--- src/rtl/core/hkst_pkg.sv ---
package hkst_pkg;

  localparam int TABLE_CAPACITY_DEF = 8;

  localparam logic [1:0] OP_PRESS   = 2'd0;
  localparam logic [1:0] OP_RELEASE = 2'd1;
  localparam logic [1:0] OP_CLEAR   = 2'd2;

  // controller -> datapath
  typedef struct packed {
    logic load;        // latch op/code, clear flags, idx = 0
    logic clear;       // empty the set
    logic rd_scan;     // read entry at idx
    logic rd_last;     // read last held entry
    logic append;      // store code at the tail if room
    logic move;        // last entry into slot idx, count - 1
    logic set_repeat;  // press hit
    logic next_idx;    // advance scan
  } hkst_cmd_t;

  // datapath -> controller
  typedef struct packed {
    logic is_press;
    logic count_zero;
    logic match;
    logic at_last;
  } hkst_status_t;

endpackage

--- src/rtl/core/held_key_set_tracker_top.sv ---
// Held key set tracker: a small unordered set of held key codes.
//
// Input beat: op (press / release / clear) and key_code, taken at a rising
// edge where start is high and busy is low. busy stays high until the
// result beat has gone out.
// Result beat: is_repeat, was_held, held_count, valid for exactly one
// cycle while done is high. The receiver cannot stall; it must take it.
//
// Sequence, per op: clear or an unused op goes straight to the done state.
// Press and release scan the held entries in order, each read (READ) and
// then compared (CMP). A press hit sets is_repeat; a press miss, or a
// press to an empty table, appends the code if there is room (APPEND).
// A release hit reads the last entry, moves it into the hit slot (MOVE)
// and sets was_held; a release miss or one on an empty set does nothing.
// After done the block returns to idle before the next beat is taken. The
// scan uses one table memory with a single registered read port, one entry
// read and compared at a time.
// Reset empties the set (count to zero); table contents are not cleared,
// since only entries below the count are ever read.
module held_key_set_tracker_top #(
  parameter int TABLE_CAPACITY = hkst_pkg::TABLE_CAPACITY_DEF
) (
  input  logic       clk,
  input  logic       rst,
  input  logic       start,
  output logic       busy,
  input  logic [1:0] op,
  input  logic [7:0] key_code,
  output logic       done,
  output logic       is_repeat,
  output logic       was_held,
  output logic [3:0] held_count
);
  import hkst_pkg::*;

  hkst_cmd_t    cmd;
  hkst_status_t st;

  // sequencer: scan, hit/miss decision, swap-remove, append
  hkst_ctrl u_ctrl (
    .clk   (clk),
    .rst   (rst),
    .start (start),
    .op    (op),
    .st    (st),
    .cmd   (cmd),
    .busy  (busy),
    .done  (done)
  );

  // table memory, count, scan index, result flags
  hkst_datapath #(
    .TABLE_CAPACITY (TABLE_CAPACITY)
  ) u_dp (
    .clk        (clk),
    .rst        (rst),
    .op         (op),
    .key_code   (key_code),
    .cmd        (cmd),
    .st         (st),
    .is_repeat  (is_repeat),
    .was_held   (was_held),
    .held_count (held_count)
  );

endmodule

--- src/rtl/core/hkst_datapath.sv ---
module hkst_datapath #(
  parameter int TABLE_CAPACITY = 8
) (
  input  logic               clk,
  input  logic               rst,
  input  logic [1:0]         op,
  input  logic [7:0]         key_code,
  input  hkst_pkg::hkst_cmd_t    cmd,
  output hkst_pkg::hkst_status_t st,
  output logic               is_repeat,
  output logic               was_held,
  output logic [3:0]         held_count
);
  import hkst_pkg::*;

  localparam int IDX_W = (TABLE_CAPACITY > 1) ? $clog2(TABLE_CAPACITY) : 1;
  localparam int CNT_W = $clog2(TABLE_CAPACITY + 1);

  logic [7:0]       mem [TABLE_CAPACITY];
  logic [7:0]       rd_data;
  logic [7:0]       code_r;
  logic [1:0]       op_r;
  logic [IDX_W-1:0] idx;
  logic [CNT_W-1:0] count;
  logic [CNT_W-1:0] count_m1;
  logic             full;

  assign full     = (count == CNT_W'(TABLE_CAPACITY));
  assign count_m1 = count - CNT_W'(1);

  assign st.is_press   = (op_r == OP_PRESS);
  assign st.count_zero = (count == '0);
  assign st.match      = (rd_data == code_r);
  assign st.at_last    = ((CNT_W'(idx) + CNT_W'(1)) == count);

  assign held_count = 4'(count);

  // table storage: one write port, one registered read port
  always_ff @(posedge clk) begin
    if (cmd.move) begin
      mem[idx] <= rd_data;
    end else if (cmd.append && !full) begin
      mem[count[IDX_W-1:0]] <= code_r;
    end
    if (cmd.rd_scan) begin
      rd_data <= mem[idx];
    end else if (cmd.rd_last) begin
      rd_data <= mem[count_m1[IDX_W-1:0]];
    end
  end

  always_ff @(posedge clk) begin
    if (cmd.load) begin
      op_r   <= op;
      code_r <= key_code;
    end
  end

  always_ff @(posedge clk) begin
    if (rst) begin
      count     <= '0;
      idx       <= '0;
      is_repeat <= 1'b0;
      was_held  <= 1'b0;
    end else begin
      if (cmd.load) begin
        idx       <= '0;
        is_repeat <= 1'b0;
        was_held  <= 1'b0;
      end else if (cmd.next_idx) begin
        idx <= idx + IDX_W'(1);
      end
      if (cmd.set_repeat) begin
        is_repeat <= 1'b1;
      end
      if (cmd.clear) begin
        count <= '0;
      end else if (cmd.move) begin
        count    <= count_m1;
        was_held <= 1'b1;
      end else if (cmd.append && !full) begin
        count <= count + CNT_W'(1);
      end
    end
  end

endmodule

--- src/rtl/core/hkst_ctrl.sv ---
module hkst_ctrl (
  input  logic                  clk,
  input  logic                  rst,
  input  logic                  start,
  input  logic [1:0]            op,
  input  hkst_pkg::hkst_status_t st,
  output hkst_pkg::hkst_cmd_t    cmd,
  output logic                  busy,
  output logic                  done
);
  import hkst_pkg::*;

  typedef enum logic [5:0] {
    S_IDLE   = 6'b000001,
    S_READ   = 6'b000010,
    S_CMP    = 6'b000100,
    S_MOVE   = 6'b001000,
    S_APPEND = 6'b010000,
    S_DONE   = 6'b100000
  } state_t;

  state_t state, state_next;

  always_ff @(posedge clk) begin
    if (rst) begin
      state <= S_IDLE;
    end else begin
      state <= state_next;
    end
  end

  assign busy = (state != S_IDLE);
  assign done = (state == S_DONE);

  always_comb begin
    cmd        = '0;
    state_next = state;
    case (state)
      S_IDLE: begin
        if (start) begin
          cmd.load = 1'b1;
          if (op == OP_CLEAR) begin
            cmd.clear  = 1'b1;
            state_next = S_DONE;
          end else if (op == OP_PRESS || op == OP_RELEASE) begin
            if (!st.count_zero) begin
              state_next = S_READ;
            end else if (op == OP_PRESS) begin
              state_next = S_APPEND;
            end else begin
              state_next = S_DONE;
            end
          end else begin
            state_next = S_DONE;
          end
        end
      end
      S_READ: begin
        cmd.rd_scan = 1'b1;
        state_next  = S_CMP;
      end
      S_CMP: begin
        if (st.match) begin
          if (st.is_press) begin
            cmd.set_repeat = 1'b1;
            state_next     = S_DONE;
          end else begin
            cmd.rd_last = 1'b1;
            state_next  = S_MOVE;
          end
        end else if (st.at_last) begin
          state_next = st.is_press ? S_APPEND : S_DONE;
        end else begin
          cmd.next_idx = 1'b1;
          state_next   = S_READ;
        end
      end
      S_MOVE: begin
        cmd.move   = 1'b1;
        state_next = S_DONE;
      end
      S_APPEND: begin
        cmd.append = 1'b1;
        state_next = S_DONE;
      end
      S_DONE: begin
        state_next = S_IDLE;
      end
      default: begin
        state_next = S_IDLE;
      end
    endcase
  end

endmodule

--- config.mk ---
export PLATFORM = sky130hd
export DESIGN_NAME = held_key_set_tracker_top
export DESIGN_NICKNAME = d
export VERILOG_FILES = /design/src/rtl/core/hkst_pkg.sv /design/src/rtl/core/held_key_set_tracker_top.sv /design/src/rtl/core/hkst_datapath.sv /design/src/rtl/core/hkst_ctrl.sv
export SDC_FILE = /design/constraint.sdc
export NUM_CORES = 1
export LEC_CHECK = 0
export ABC_AREA = 1
export ABC_CLOCK_PERIOD_IN_PS = 5500
export BUFFER_PORTS_ARGS = -buffer_cell sky130_fd_sc_hd__buf_2
export CAP_MARGIN = 20
export CELL_PAD_IN_SITES_DETAIL_PLACEMENT = 1
export CELL_PAD_IN_SITES_GLOBAL_PLACEMENT = 1
export CORE_AREA = 2 2 102 104
export CTS_BUF_LIST = sky130_fd_sc_hd__clkbuf_8 sky130_fd_sc_hd__clkbuf_16
export DETAILED_ROUTE_END_ITERATION = 10
export DIE_AREA = 0 0 104 106
export GPL_TIMING_DRIVEN = 0
export PLACE_DENSITY_LB_ADDON = 0.12
export REMOVE_ABC_BUFFERS = 1
export SYNTH_ARGS = -nofsm -noshare
export SYNTH_HDL_FRONTEND = slang
export SYNTH_SLANG_ARGS = --single-unit
--- constraint.sdc ---
create_clock -name clk -period 5.5 [get_ports clk]
set_input_delay 0.825 -clock clk [delete_from_list [all_inputs] [get_ports clk]]
set_output_delay 0.825 -clock clk [all_outputs]
set_load 0.05 [all_outputs]
==> impl_metrics.csv <==
group,metric,value,unit
synthesis,synth.top_cell.area_share,49.8,%
die,rows,37,
run,max_cap_viol_count,0,
synthesis,netlist_top_cells_area,"edfxtp_1 50%, dfxtp_1 7.3%, o21ai_0 7.2%",
final_layout,fill_cells,1203,
critical_path,r2r_cells,9,
routing,wl_met2,7.20,mm
synthesis,yosysTopAreaCell,"edfxtp_1",
routing,ant_nets,0,
critical_path,worst_ep_arrival_time,3940,ps
synthesis,ys_seq_area_share,57.1,%
timing,max_freq,0.254,GHz
synthesis,syn-instance-count,539,
clock_network,post_cts_buffers,0,
critical_path,slowest_stage,"nor2_1",
timing,skew,10.4,ps
timing,slew_violations,0,
critical_path,worstReg2RegStart,"u_dp.held_count[0]$_SDFFE_PP0P_",
global_route,grt_max_degree,61,
critical_path,max_stage_delay,820,ps
routing,num_vias,3957,
run_status,status,"completed",
synthesis,synth-seq-cells,100,
die,dieHeight,106,um
final_layout,nNetsFinal,565,
clock_network,numCtsBuffers,9,
die,initial_core_util,49.4,%
timing,period_minus_slack,3930,ps
global_route,grt_use_total,26.4,%
timing,timing.hold.ws,482,ps
synthesis,synth_area,0.00494,mm2
timing,hold_viol,0,
global_route,overflow,0,
final_layout,final_util,53.4,%
clock_network,clk_pin_slew,100,ps
placed_design,hpwl,9.51,mm
critical_path,required,5510,ps
clock_network,postCtsHoldBufs,0,
critical_path,endpoint,"u_dp.mem[6][4]$_DFFE_PP_",
critical_path,r2r_end,"u_dp.mem[6][4]$_DFFE_PP_",
placed_design,io_buffer_count,20,
timing,setup_viol,0,
routing,vias_per_cell,5.73,
synthesis,ys_warn_count,0,
timing,rsz0062_at_grt,"false",
critical_path,start_kind,"flop",
clock_network,cts_root_buf,"clkbuf_8",
die,io_pins,21,
routing,wl_per_cell,20.3,um
final_layout,fin_area,0.00534,mm2
die,core,0.0100,mm2
timing,finalSetupTns,0,ps
synthesis,syn_avg_cell_area,9.17,um2
clock_network,cts.sinks,100,
clock_network,clk_latency,380,ps
routing,drt_pass1_iterations,4,
timing,final.period_utilization,71.5,%
global_route,grt_pass1_vias,4162,
timing,tightest_slew,1040,ps
die,die_w,104,um
placed_design,gp_congestion,0.820,
hold_path,hold_path.class,"flop to flop",
routing,drcViolationCount,0,
hold_path,min-delay-start,"u_dp.is_repeat$_SDFFE_PP0P_",
synthesis,async_reset_ff_share,0,%
routing,first_iter_violations,173,
clock_network,htree_levels,3,
synthesis,synth_ff_type,"edfxtp_1",
critical_path,cp-startpoint,"u_dp.held_count[0]$_SDFFE_PP0P_",
final_layout,area_growth,8.07,%
pwr,powerDensity,260,mW/mm2
critical_path,crit_fanout,60,
routing,met1_length,5.85,mm
synthesis,synth-edff-count,82,
global_route,grt_pass1_wl,22.0,mm
global_route,antenna_found_initial,0,
die,die-area,0.0110,mm2
synthesis,yosys.cell_count.top_type,"nand2_1",
final_layout,layout-drive-gt1-share,11.0,%
pwr,leakage,2.00,nW
clock_network,cts_buffer_depth,2,
routing,highest_layer,"met4",
routing,wl_met3,668,um
clock_network,cts_resized,0,
placed_design,postPlaceCellArea,0.00515,mm2
clock_network,tritoncts,"yes",
synthesis,synth.distinct_cells,30,
synthesis,yosys-top-cells-count,"83 x nand2_1, 82 x edfxtp_1, 71 x o21ai_0",
critical_path,rrSetupSlack,1570,ps
critical_path,crit_path_end_kind,"flop",
critical_path,crit_type,"flop to flop",
critical_path,path_cells,"inv_2, ha_1, nand2_4, nor2_4, nor2_4, nand2_1, o21ai_1, nand2_1, nor2_1",
final_layout,antenna-diode-count,0,
timing,slew_headroom,30.3,%
routing,routed_wl,14.0,mm
pwr,peakVddDrop,0.000133,V
## power by group
group / switching [mW] / internal [mW]
Combinational: 0.0695 / 0.0277
Sequential: 0.0103 / 0.829
Clock: 0.283 / 0.171
Total: 0.363 / 1.03
## through the flow
stage               setup WS (ps)  total power, mW  std cells
global route                 1290             1.43        690
finish                       1570             1.39        690
global placement             1640            0.947        672
floorplan                    2360            0.919        516
CTS                          1480             1.39        689
detailed placement           1490            0.951        673
## routing by layer
layer | vias up | GRT usage (%)
li1 | 1885 | -
met2 | 120 | 47.3
met5 | - | 0
met3 | 21 | 4.66
met1 | 1931 | 32.2
met4 | 0 | 9.17
## sequential cells by signal (all words and copies together), names as in the netlist, named ones only
register,count
u_ctrl.state,6
u_dp.is_repeat,1
u_dp.mem,64
u_dp.was_held,1
u_dp.idx,3
u_dp.op_r,2
u_dp.code_r,8
u_dp.rd_data,8
u_dp.held_count,4
## worst max-delay path, delay by kind of cell, from the launching register on
family | cells | cell delay [ps]
and+or+nand+nor | 6 | 1580
DFF | 1 | 790
buffers and inverters | 1 | 570
adders and majority gates | 1 | 470
AOI/OAI and AO/OA | 1 | 140
## placed cells by master (no fill, tap or decap), drive strengths merged
cell | Yosys | final
a21oi | 47 | 47
xnor2 | 5 | 5
buf | 7 | 22
nor3 | 2 | 2
and3 | 1 | 1
o21ai | 76 | 76
ha | 3 | 3
a31oi | 1 | 1
or2 | 1 | 1
nand4 | 9 | 9
clkinvlp | 0 | 1
edfxtp | 82 | 82
clkbuf | 16 | 9
nor2 | 56 | 56
o21a | 1 | 1
dfxtp | 18 | 18
nand2 | 86 | 86
nand3 | 36 | 36
clkinv | 1 | 4
a22oi | 1 | 1
inv | 63 | 66
xor2 | 3 | 3
o211ai | 24 | 24
## final cells by class
cell class,count,area (um2),share of cell area [%]
clock buffer,9,124,2.32
multi-input combinational,352,1790,33.5
timing repair buffer,22,139,2.60
clock inverter,7,57.6,1.08
sequential,100,2820,52.8
tap,136,170,3.18
inverter,64,241,4.52
## worst min-delay path by stage
stage	end	cells after the start	slack, ps
3_3_place_gp	u_dp.is_repeat$_SDFFE_PP0P_	2	440
5_1_grt	u_dp.was_held$_SDFF_PP0_	2	520
4_1_cts	u_dp.is_repeat$_SDFFE_PP0P_	2	490
2_1_floorplan	u_dp.is_repeat$_SDFFE_PP0P_	3	520
6_report	u_dp.is_repeat$_SDFFE_PP0P_	2	480
3_5_place_dp	u_dp.is_repeat$_SDFFE_PP0P_	2	460
## cells by family after synthesis
family / synth area share (%)
AO/OA/AOI/OAI: 16.5
buffers and inverters: 6.76
XOR/XNOR: 1.57
AND/OR/NAND/NOR: 17.3
adder cells (fa/ha/maj): 0.759
flip-flops: 57.1
(Power assumes the default switching activity.)
